<file path="src/design/drs_pkg.sv">
// Shared types, field widths, register indexes and reset values for the setpoint ramp scaler.
package drs_pkg;

	// Field widths of the command and result beats.
	localparam int SPEED_W = 16;
	localparam int ANGLE_W = 16;
	localparam int ERPM_W  = 18;
	localparam int SERVO_W = 16;
	localparam int CLIP_W  = 2;
	localparam int LIMIT_W = 17;

	// Configuration port widths.
	localparam int CFG_INDEX_W = 3;
	localparam int CFG_DATA_W  = 18;

	// Default slew steps in Q7.8 per tick.
	localparam int ACCEL_STEP_DEF = 51;
	localparam int DECEL_STEP_DEF = 77;

	// Register indexes.
	localparam logic [CFG_INDEX_W-1:0] REG_SPEED_GAIN   = 3'd0;
	localparam logic [CFG_INDEX_W-1:0] REG_SPEED_OFFSET = 3'd1;
	localparam logic [CFG_INDEX_W-1:0] REG_STEER_GAIN   = 3'd2;
	localparam logic [CFG_INDEX_W-1:0] REG_STEER_OFFSET = 3'd3;
	localparam logic [CFG_INDEX_W-1:0] REG_ERPM_LIMIT   = 3'd4;
	localparam logic [CFG_INDEX_W-1:0] REG_SERVO_LOW    = 3'd5;
	localparam logic [CFG_INDEX_W-1:0] REG_SERVO_HIGH   = 3'd6;

	// Register reset values.
	localparam logic [15:0]        SPEED_GAIN_RST   = 16'd4614;
	localparam logic signed [17:0] SPEED_OFFSET_RST = 18'sd0;
	localparam logic signed [15:0] STEER_GAIN_RST   = -16'sd3686;
	localparam logic [15:0]        STEER_OFFSET_RST = 16'd32768;
	localparam logic [16:0]        ERPM_LIMIT_RST   = 17'd20000;
	localparam logic [15:0]        SERVO_LOW_RST    = 16'd9830;
	localparam logic [15:0]        SERVO_HIGH_RST   = 16'd55705;

	// Clip flag codes.
	localparam logic [CLIP_W-1:0] CLIP_NONE = 2'd0;
	localparam logic [CLIP_W-1:0] CLIP_MIN  = 2'd1;
	localparam logic [CLIP_W-1:0] CLIP_MAX  = 2'd2;

	// Scaled and clipped ERPM command with its flag.
	typedef struct packed {
		logic signed [ERPM_W-1:0] cmd;
		logic [CLIP_W-1:0]        clip;
	} erpm_res_t;

	// Scaled and clipped servo position with its flag.
	typedef struct packed {
		logic [SERVO_W-1:0] cmd;
		logic [CLIP_W-1:0]  clip;
	} servo_res_t;

endpackage

</file>
<file path="src/design/drs_slew.sv">
// Slew limiter: clamps the target speed into a window around the last smoothed speed.
module drs_slew import drs_pkg::*; #(
	parameter int ACCEL_STEP = ACCEL_STEP_DEF,
	parameter int DECEL_STEP = DECEL_STEP_DEF
) (
	input  logic signed [SPEED_W-1:0] last,
	input  logic signed [SPEED_W-1:0] target,
	output logic signed [SPEED_W-1:0] smooth
);

	localparam int EXT_W = SPEED_W + 2;
	localparam logic signed [EXT_W-1:0] ACC = signed'(EXT_W'(ACCEL_STEP));
	localparam logic signed [EXT_W-1:0] DEC = signed'(EXT_W'(DECEL_STEP));
	localparam logic signed [EXT_W-1:0] SAT_HI = signed'(EXT_W'(32767));
	localparam logic signed [EXT_W-1:0] SAT_LO = -signed'(EXT_W'(32768));

	logic signed [EXT_W-1:0] last_x;
	logic signed [EXT_W-1:0] target_x;
	logic signed [EXT_W-1:0] rise;
	logic signed [EXT_W-1:0] fall;
	logic signed [EXT_W-1:0] win_lo;
	logic signed [EXT_W-1:0] win_hi;
	logic signed [EXT_W-1:0] clamped;

	// Steps swap with the sign of the last speed.
	always_comb begin
		last_x   = $signed({{2{last[SPEED_W-1]}}, last});
		target_x = $signed({{2{target[SPEED_W-1]}}, target});
		rise     = (last_x > 0) ? ACC : DEC;
		fall     = (last_x > 0) ? DEC : ACC;
		win_lo   = last_x - fall;
		win_hi   = last_x + rise;
		clamped  = target_x;
		if (clamped < win_lo) begin
			clamped = win_lo;
		end
		if (clamped > win_hi) begin
			clamped = win_hi;
		end
		if (clamped < SAT_LO) begin
			clamped = SAT_LO;
		end
		if (clamped > SAT_HI) begin
			clamped = SAT_HI;
		end
		smooth = clamped[SPEED_W-1:0];
	end

endmodule

</file>
<file path="src/design/drs_erpm.sv">
// ERPM stage: shifts the registered speed product, adds the offset and clips to the limit.
module drs_erpm import drs_pkg::*; (
	input  logic signed [SPEED_W+16:0] prod,
	input  logic signed [ERPM_W-1:0]   offset,
	input  logic [LIMIT_W-1:0]         limit,
	output erpm_res_t                  res
);

	localparam int SH_W  = SPEED_W + 9;
	localparam int SUM_W = SH_W + 2;

	logic signed [SH_W-1:0]  shifted;
	logic signed [SUM_W-1:0] sum;
	logic signed [SUM_W-1:0] lim_pos;
	logic signed [SUM_W-1:0] lim_neg;

	// Floor shift by 8 is a plain bit select of the product.
	always_comb begin
		shifted = prod[SPEED_W+16:8];
		sum     = $signed({{2{shifted[SH_W-1]}}, shifted})
			+ $signed({{(SUM_W-ERPM_W){offset[ERPM_W-1]}}, offset});
		lim_pos = $signed({{(SUM_W-LIMIT_W){1'b0}}, limit});
		lim_neg = -lim_pos;
		if (sum < lim_neg) begin
			res.cmd  = lim_neg[ERPM_W-1:0];
			res.clip = CLIP_MIN;
		end else if (sum > lim_pos) begin
			res.cmd  = lim_pos[ERPM_W-1:0];
			res.clip = CLIP_MAX;
		end else begin
			res.cmd  = sum[ERPM_W-1:0];
			res.clip = CLIP_NONE;
		end
	end

endmodule

</file>
<file path="src/design/drs_servo.sv">
// Servo stage: shifts the registered steering product, adds the offset and clips to the range.
module drs_servo import drs_pkg::*; (
	input  logic signed [2*ANGLE_W-1:0] prod,
	input  logic [SERVO_W-1:0]          offset,
	input  logic [SERVO_W-1:0]          low,
	input  logic [SERVO_W-1:0]          high,
	output servo_res_t                  res
);

	localparam int SH_W  = 2*ANGLE_W - 9;
	localparam int SUM_W = SH_W + 2;

	logic signed [SH_W-1:0]  shifted;
	logic signed [SUM_W-1:0] sum;
	logic signed [SUM_W-1:0] low_x;
	logic signed [SUM_W-1:0] high_x;

	// The low bound is tested first, so with crossed limits only a sum below the low bound resolves to it.
	always_comb begin
		shifted = prod[2*ANGLE_W-1:9];
		sum     = $signed({{2{shifted[SH_W-1]}}, shifted})
			+ $signed({{(SUM_W-SERVO_W){1'b0}}, offset});
		low_x   = $signed({{(SUM_W-SERVO_W){1'b0}}, low});
		high_x  = $signed({{(SUM_W-SERVO_W){1'b0}}, high});
		if (sum < low_x) begin
			res.cmd  = low;
			res.clip = CLIP_MIN;
		end else if (sum > high_x) begin
			res.cmd  = high;
			res.clip = CLIP_MAX;
		end else begin
			res.cmd  = sum[SERVO_W-1:0];
			res.clip = CLIP_NONE;
		end
	end

endmodule

</file>
<file path="src/design/drive_setpoint_ramp_scaler.sv">
// Top level of the drive setpoint ramp scaler: config registers, pipeline and stream ports.
//
// Each command beat on the slave stream carries a target speed and a steering angle.
// The speed is slew limited against the last smoothed speed, then scaled to an ERPM
// command and clipped to plus or minus erpm_limit. The angle is scaled to a servo
// position and clipped to [servo_low, servo_high]. One result beat leaves on the
// master stream for every command beat, in order.
// The pipeline has four register ranks: input, slew/steer product, speed product and
// output. One command is taken every cycle while m_tready does not stall the output;
// the slew feedback register last_q sets that rate.
// Each rank has its own valid bit and fills bubbles, so a command is still taken
// while a finished result waits at the output, until all ranks hold data.
// A stall at m_tready holds the output beat stable and backs up stage by stage.
// Reset clears all valid bits, the last smoothed speed to zero and the registers to
// their defaults. Config is written via cfg_we, cfg_index and cfg_data; the user must
// write it only while the pipeline is empty (not enforced); unknown indexes are ignored.
module drive_setpoint_ramp_scaler import drs_pkg::*; #(
	parameter int ACCEL_STEP = ACCEL_STEP_DEF,
	parameter int DECEL_STEP = DECEL_STEP_DEF
) (
	input  logic                   clk,
	input  logic                   arst_n,
	input  logic                   cfg_we,
	input  logic [CFG_INDEX_W-1:0] cfg_index,
	input  logic [CFG_DATA_W-1:0]  cfg_data,
	input  logic                   s_tvalid,
	output logic                   s_tready,
	input  logic [31:0]            s_tdata,  // target_speed[15:0], steer_angle[31:16]
	output logic                   m_tvalid,
	input  logic                   m_tready,
	output logic [55:0]            m_tdata,  // slewed_speed[15:0], erpm_cmd[33:16],
	                                         // servo_cmd[49:34], zero[55:50]
	output logic [3:0]             m_tuser   // erpm_clip[1:0], servo_clip[3:2]
);

	// Configuration registers.
	logic [15:0]        speed_gain_q;
	logic signed [17:0] speed_offset_q;
	logic signed [15:0] steer_gain_q;
	logic [15:0]        steer_offset_q;
	logic [16:0]        erpm_limit_q;
	logic [15:0]        servo_low_q;
	logic [15:0]        servo_high_q;

	always_ff @(posedge clk or negedge arst_n) begin
		if (!arst_n) begin
			speed_gain_q   <= SPEED_GAIN_RST;
			speed_offset_q <= SPEED_OFFSET_RST;
			steer_gain_q   <= STEER_GAIN_RST;
			steer_offset_q <= STEER_OFFSET_RST;
			erpm_limit_q   <= ERPM_LIMIT_RST;
			servo_low_q    <= SERVO_LOW_RST;
			servo_high_q   <= SERVO_HIGH_RST;
		end else if (cfg_we) begin
			case (cfg_index)
				REG_SPEED_GAIN:   speed_gain_q   <= cfg_data[15:0];
				REG_SPEED_OFFSET: speed_offset_q <= $signed(cfg_data[17:0]);
				REG_STEER_GAIN:   steer_gain_q   <= $signed(cfg_data[15:0]);
				REG_STEER_OFFSET: steer_offset_q <= cfg_data[15:0];
				REG_ERPM_LIMIT:   erpm_limit_q   <= cfg_data[16:0];
				REG_SERVO_LOW:    servo_low_q    <= cfg_data[15:0];
				REG_SERVO_HIGH:   servo_high_q   <= cfg_data[15:0];
				default: begin
				end
			endcase
		end
	end

	// Pipeline valid bits and per-stage ready.
	logic v_s1, v_s2, v_s3, v_out_q;
	logic rdy_s1, rdy_s2, rdy_s3, rdy_out;

	assign rdy_out  = !v_out_q || m_tready;
	assign rdy_s3   = !v_s3 || rdy_out;
	assign rdy_s2   = !v_s2 || rdy_s3;
	assign rdy_s1   = !v_s1 || rdy_s2;
	assign s_tready = rdy_s1;

	always_ff @(posedge clk or negedge arst_n) begin
		if (!arst_n) begin
			v_s1    <= 1'b0;
			v_s2    <= 1'b0;
			v_s3    <= 1'b0;
			v_out_q <= 1'b0;
		end else begin
			if (rdy_s1)  v_s1    <= s_tvalid;
			if (rdy_s2)  v_s2    <= v_s1;
			if (rdy_s3)  v_s3    <= v_s2;
			if (rdy_out) v_out_q <= v_s3;
		end
	end

	// Stage 1: registered command beat.
	logic signed [SPEED_W-1:0] target_s1;
	logic signed [ANGLE_W-1:0] angle_s1;

	always_ff @(posedge clk) begin
		if (rdy_s1 && s_tvalid) begin
			target_s1 <= $signed(s_tdata[15:0]);
			angle_s1  <= $signed(s_tdata[31:16]);
		end
	end

	// Slew feedback: the last smoothed speed moves as a beat enters stage 2.
	logic signed [SPEED_W-1:0] last_q;
	logic signed [SPEED_W-1:0] smooth;

	drs_slew #(
		.ACCEL_STEP(ACCEL_STEP),
		.DECEL_STEP(DECEL_STEP)
	) u_slew (
		.last  (last_q),
		.target(target_s1),
		.smooth(smooth)
	);

	always_ff @(posedge clk or negedge arst_n) begin
		if (!arst_n) begin
			last_q <= '0;
		end else if (v_s1 && rdy_s2) begin
			last_q <= smooth;
		end
	end

	// Stage 2: smoothed speed and steering product.
	logic signed [SPEED_W-1:0]   smooth_s2;
	logic signed [2*ANGLE_W-1:0] steer_prod_s2;

	always_ff @(posedge clk) begin
		if (v_s1 && rdy_s2) begin
			smooth_s2     <= smooth;
			steer_prod_s2 <= steer_gain_q * angle_s1;
		end
	end

	// Servo scaling and clip on the registered product.
	servo_res_t servo_res;

	drs_servo u_servo (
		.prod  (steer_prod_s2),
		.offset(steer_offset_q),
		.low   (servo_low_q),
		.high  (servo_high_q),
		.res   (servo_res)
	);

	// Stage 3: speed product and finished servo result.
	logic signed [SPEED_W-1:0]  smooth_s3;
	logic signed [SPEED_W+16:0] speed_prod_s3;
	servo_res_t                 servo_s3;

	always_ff @(posedge clk) begin
		if (v_s2 && rdy_s3) begin
			smooth_s3     <= smooth_s2;
			speed_prod_s3 <= $signed({1'b0, speed_gain_q}) * smooth_s2;
			servo_s3      <= servo_res;
		end
	end

	// ERPM offset and clip on the registered product.
	erpm_res_t erpm_res;

	drs_erpm u_erpm (
		.prod  (speed_prod_s3),
		.offset(speed_offset_q),
		.limit (erpm_limit_q),
		.res   (erpm_res)
	);

	// Output register holds the result beat until it is taken.
	logic signed [SPEED_W-1:0] smooth_out_q;
	erpm_res_t                 erpm_out_q;
	servo_res_t                servo_out_q;

	always_ff @(posedge clk) begin
		if (v_s3 && rdy_out) begin
			smooth_out_q <= smooth_s3;
			erpm_out_q   <= erpm_res;
			servo_out_q  <= servo_s3;
		end
	end

	assign m_tvalid = v_out_q;
	assign m_tdata  = {6'b0, servo_out_q.cmd, erpm_out_q.cmd, smooth_out_q};
	assign m_tuser  = {servo_out_q.clip, erpm_out_q.clip};

endmodule

</file>
<file path="config.mk">
export PLATFORM = sky130hd
export DESIGN_NAME = drive_setpoint_ramp_scaler
export DESIGN_NICKNAME = d
export VERILOG_FILES = /design/src/design/drs_pkg.sv /design/src/design/drs_slew.sv /design/src/design/drs_erpm.sv /design/src/design/drs_servo.sv /design/src/design/drive_setpoint_ramp_scaler.sv
export SDC_FILE = /design/constraint.sdc
export NUM_CORES = 2
export LEC_CHECK = 0
export ABC_AREA = 1
export CORE_MARGIN = 2
export CORE_UTILIZATION = 45
export DETAILED_ROUTE_END_ITERATION = 6
export DONT_BUFFER_PORTS = 1
export PLACE_DENSITY = 0.64
export SETUP_SLACK_MARGIN = 0.02
export SYNTH_ARGS = -nofsm -noshare
export SYNTH_HDL_FRONTEND = slang
export SYNTH_SLANG_ARGS = --single-unit
</file>
<file path="constraint.sdc">
create_clock -name clk -period 11.7 [get_ports clk]
set_input_delay 2.34 -clock clk [delete_from_list [all_inputs] [get_ports clk]]
set_output_delay 2.34 -clock clk [all_outputs]
set_load 0.02 [all_outputs]
</file>
== Yosys cells after proc, flatten, opt, wreduce, memory -nomap -nowiden ==
Index checks and enable logic that the tools add are counted.
Operators by class
  add/sub/neg operators: 5
  $mul: 2
  order comparisons: 9
  equal/unequal tests: 6
  muxes and demuxes: 10
  reductions and logical operators: 20
Operators with widths (number)
  $mux 18: 5
  $mux 20: 2
  $mul 17x16->33: 1
  $mul 16x16->32: 1
  $gt 27x18->1: 1
  $lt 27x27->1: 1
  $neg 17->27: 1
  $add 25x18->26: 1
  $gt 25x17->1: 1
  $lt 25x17->1: 1
  $add 23x17->24: 1
  $gt 18x16->1 const B: 1
  $gt 18x18->1: 1
  $lt 16x18->1: 1
  $lt 18x16->1 const B: 1
  $add 16x8->17: 1
  $sub 16x8->17: 1
  $gt 16x1->1 const B: 1
  $mux 16: 1
  $mux 7: 2
  $reduce_and 2->1: 7
  $eq 3x3->1 const B: 3
  $eq 3x2->1 const B: 2
  $logic_and 1x1->1: 4
  4 further kinds: 10
Storage, ports and cells
  register bits: 336
  output and inout bits: 62
  word-level logic and storage cells: 77

== Depth between registers and ports, before layout ==
  depth in word-level cells: 11
  gate-level depth with buffers: 54
  depth with buffers taken out: 50

== Modules after synthesis ==
A second synthesis with hierarchy kept.
Second synthesis, totals
  cell total of the unflattened synthesis: 5231
  area total of the unflattened synthesis: 40590.2 um^2
Modules (own cells, without submodules)
  drive_setpoint_ramp_scaler: instances 1, cells an instance 3570, area each 31617.8 um^2, sequential area each 9457.8 um^2
  drs_erpm: instances 1, cells an instance 737, area each 3937.5 um^2, sequential area each 0.0 um^2
  drs_servo: instances 1, cells an instance 513, area each 2787.7 um^2, sequential area each 0.0 um^2
  drs_slew: instances 1, cells an instance 411, area each 2247.2 um^2, sequential area each 0.0 um^2

== Worst setup path before layout ==
Ideal clock, no wire load.
  path kind: register to register
  from: register steer_gain_q[15]
  to: register steer_prod_s2[31], data pin
  library setup time: 0.266 ns
  arrival: 5.956 ns
  path slack: 5.478 ns
  cell stages (with the launch flop): 20
  buffers on the path: 2
  clock period less this slack: 6.222 ns
  path through: dfstp_2 -> clkbuf_1 -> clkbuf_1 -> nand2_1 -> inv_1 -> fa_1 -> fa_1 -> inv_1 -> fa_1 -> inv_1 -> fa_1 -> fa_1 -> fa_1 -> ha_1 -> a21oi_1 -> a21boi_0 -> nand3_1 -> nand4_1 -> o2111ai_1 -> xor2_1
Between the ends
  longest elaborated chain between the ends: 1
RTL lines
  from (decl): line drive_setpoint_ramp_scaler.sv:39  | logic signed [15:0] steer_gain_q;
  from (signal assigned): line drive_setpoint_ramp_scaler.sv:58  | REG_STEER_GAIN: steer_gain_q <= $signed(cfg_data[15:0]);
  $mul 16x16->32: line drive_setpoint_ramp_scaler.sv:132  | steer_prod_s2 <= steer_gain_q * angle_s1;
  to (signal assigned): line drive_setpoint_ramp_scaler.sv:132
  to (decl): line drive_setpoint_ramp_scaler.sv:127  | logic signed [2*ANGLE_W-1:0] steer_prod_s2;
Every way passes these cells.
A chain may end at the register's enable or synchronous reset.

== Worst setup path after layout ==
  from: register last_q[9]
  to: register smooth_s2[9], data pin
Between the ends
  longest elaborated chain between the ends: 11
RTL lines
  from (decl): line drive_setpoint_ramp_scaler.sv:105  | logic signed [SPEED_W-1:0] last_q;
  from (signal assigned): line drive_setpoint_ramp_scaler.sv:121  | last_q <= smooth;
  $gt 16x1->1: line drs_slew.sv:29, drs_slew.sv:30
  $mux 7: line drs_slew.sv:30  | fall = (last_x > 0) ? DEC : ACC;
  $sub 16x8->17: line drs_slew.sv:31  | win_lo = last_x - fall;
  $lt 16x18->1: line drs_slew.sv:34  | if (clamped < win_lo) begin
  $mux 18: line drs_slew.sv:34
  $gt 18x18->1: line drs_slew.sv:37  | if (clamped > win_hi) begin
  $mux 18 (*): line drs_slew.sv:37
  $lt 18x16->1: line drs_slew.sv:40  | if (clamped < SAT_LO) begin
  $mux 18 (*): line drs_slew.sv:40
  $gt 18x16->1: line drs_slew.sv:43  | if (clamped > SAT_HI) begin
  $mux 16 (*): line drs_slew.sv:43
  via smooth[9]: line drive_setpoint_ramp_scaler.sv:106  | logic signed [SPEED_W-1:0] smooth;
  to (signal assigned): line drive_setpoint_ramp_scaler.sv:131  | smooth_s2 <= smooth;
  to (decl): line drive_setpoint_ramp_scaler.sv:126  | logic signed [SPEED_W-1:0] smooth_s2;
The timed path passes the listed nets; every way through them passes the cells marked *.

==> flow_summary.toml <==
[run_status]
status = "finished clean"

[synthesis]
ys_top_cells_by_area = "fa_1 25%, edfxtp_1 15%, ha_1 12%, nand2_1 11%, inv_1 9.7%"
postSynth.asyncResetShare = 0.423
synth_cell_types = 58
synth_edf_count = 184
syn_area_um2 = 36700
ys_seq_elements = 319
yosys.area.top_type_share = 0.249
ys_seq_area_frac = 0.244
yosysWarnings = 0
ys.flop_type = "edfxtp_1"
synth_top_area_cell = "fa_1"
netlist_instances = 4350
synth.avg_cell_area_um2 = 8.43

[placement]
dp_slack_ns = 4.23
placed_cell_area_um2 = 37400
place.gp.congestion = 0.907
dp.final_hpwl_mm = 72.9
portBuffers = 0

[detailed_routing]
vias = 27200
avgRoutedWirePerCell_um = 17.5
ant_nets = 0
drt_first_pass_iters = 5
drc_errors = 0
vias_per_cell = 5.11
drt-initial-drc-count = 1793
wl_mm = 93.1

[worst_setup_path]
critPathTopFamily = "simple AND/OR/NAND/NOR gates"
slowest_delay_ns = 0.57
startpoint = "last_q[9]"
regToRegStartpoint = "last_q[9]"
crit_type = "register to register"
path_common_cell = "nand2_1"
required_ns = 12.14
cp_max_fo = 30
crit_arrival_ns = 7.97
end_kind = "register"
start_kind = "register"
cp_slowest_cell = "a2111oi_0"
worst-path-buf-inv = 7

[sta]
setup_tns_ns = 0
hold_violations = 0
maxSlewViolCount = 0
relSlewSlack = 0.240
setup_ws_ns = 4.17
tightest_slew_ns = 1.14
setup_viol = 0
finalClockSkew_ns = 0.0279
period_needed_ns = 7.53
rsz0062_at_grt = "false"
fmaxAchievable_mhz = 133
period_share = 0.644

[die]
fp.coreArea_um2 = 80700
rows = 104
start_util = 0.455
die_x_um = 290
die_area_um2 = 83800
fp.dieH_um = 290
io_pins = 120

[clock_network]
cts_resized = 0
cts-hold-fix-buffers = 0
clock_latency_ns = 0.59
cts_buffers = 39
htree_num_levels = 2
ctsRootBufferMaster = "clkbuf_16"
cts.sinks = 319
cts_tree = "yes"
clockBufferDepth = 3
cts.clk_slew.worst_paths_ns = 0.06
cts_setup_buffers = 0

[cells_and_area]
diodes = 0
layout_commonest_cell = "nand2_1"
design_area_um2 = 38800
area_delta_synth_final_pct = 5.84
multiInputGateArea_um2 = 23400
drive_gt1_frac = 0.0478
final_cell_mix = "1086 x nand2_1, 949 x inv_1, 457 x fa_1, 351 x ha_1, 187 x o21ai_0"
num-fill-cells = 7780
nets = 5101
seqCellArea_um2 = 8950

[worst_hold_path]
hold_path.class = "register to register"
hp-start = "smooth_s3[7]"

[grt]
grt_pass1_vias = 27600
antenna_found_initial = 7
grt_remaining_overflow = 0
grt_max_degree = 136
grt.total_usage = 0.230
grt_pass1_wl_mm = 152

[run]
cap_viol_max_count = 0
-- synth_stat cells (all sizes together) (2+ instances only) --
| cell | instances |
|---|---|
| nand2 | 1105 |
| inv | 958 |
| fa | 457 |
| ha | 351 |
| o21ai | 209 |
| edfxtp | 184 |
| a21oi | 152 |
| nand3 | 151 |
| clkbuf | 148 |
| nor2 | 139 |
| dfrtp | 100 |
| xor2 | 92 |
| or2 | 40 |
| xnor2 | 37 |
| dfstp | 35 |
| nand4 | 31 |
| nor3 | 29 |
| buf | 24 |
| a31oi | 16 |
| and2 | 16 |
| o211ai | 12 |
| o21bai | 10 |
| a21o | 8 |
| nor4 | 7 |
| o21a | 7 |
| a211oi | 6 |
| o2111ai | 6 |
| nand3b | 4 |
| o31ai | 3 |
| a21boi | 2 |
-- metrics by stage --
step	hold WS (ns)	instances	util
CTS	0.402	5326	0.481
global route	0.419	5326	0.481
detailed placement	0.405	5254	0.464
global placement	0.402	5254	0.464
finish	0.408	5326	0.481
floorplan	0.400	4355	-
-- metal layers --
layer / share of wire / global-route usage / vias up / routed length, um
li1: - / - / 13100 / -
met1: 0.45 / 0.322 / 13300 / 41900
met2: 0.47 / 0.382 / 685 / 43600
met3: 0.055 / 0.0245 / 117 / 5170
met4: 0.027 / 0.0631 / 2 / 2480
met5: 0.00014 / 0 / - / 13
-- layout make-up --
class,count,area share
timing repair buffer,11,0.00213
sequential,319,0.230
clock inverter,28,0.0105
clock buffer,44,0.0264
inverter,958,0.0926
tap,1060,0.0342
multi-input combinational,2906,0.604
-- worst paths after layout --
check                      slack, ns         endpoint  cells past startpoint
max                             4.17     smooth_s2[9]                     38
min                             0.41  smooth_out_q[7]                      0
max reg2reg                     4.17     smooth_s2[9]                     38
min reg2reg                     0.41  smooth_out_q[7]                      0
max in group asynchronous       9.94  speed_gain_q[9]                      0
min in group asynchronous       1.45   servo_low_q[0]                      0
-- flip-flops by register name, summed over array words and instances (netlist names), 17 cells and up --
name	count
steer_prod_s2	23
servo_s3	18
erpm_limit_q	17
speed_offset_q	18
speed_prod_s3	25
m_tdata	34
-- cell families after synthesis --
kind of cell,Yosys count,synth area share
simple gates,1524,0.172
mux,1,0.000307
compound gates,438,0.0660
buf+inv,1130,0.118
fa+ha+maj,808,0.369
flops,319,0.244
xor+xnor,129,0.0308
other cells,1,0.000102
Power is not shown: default switching activity piles up to over one toggle a cycle in this logic, so the estimate is an artifact.
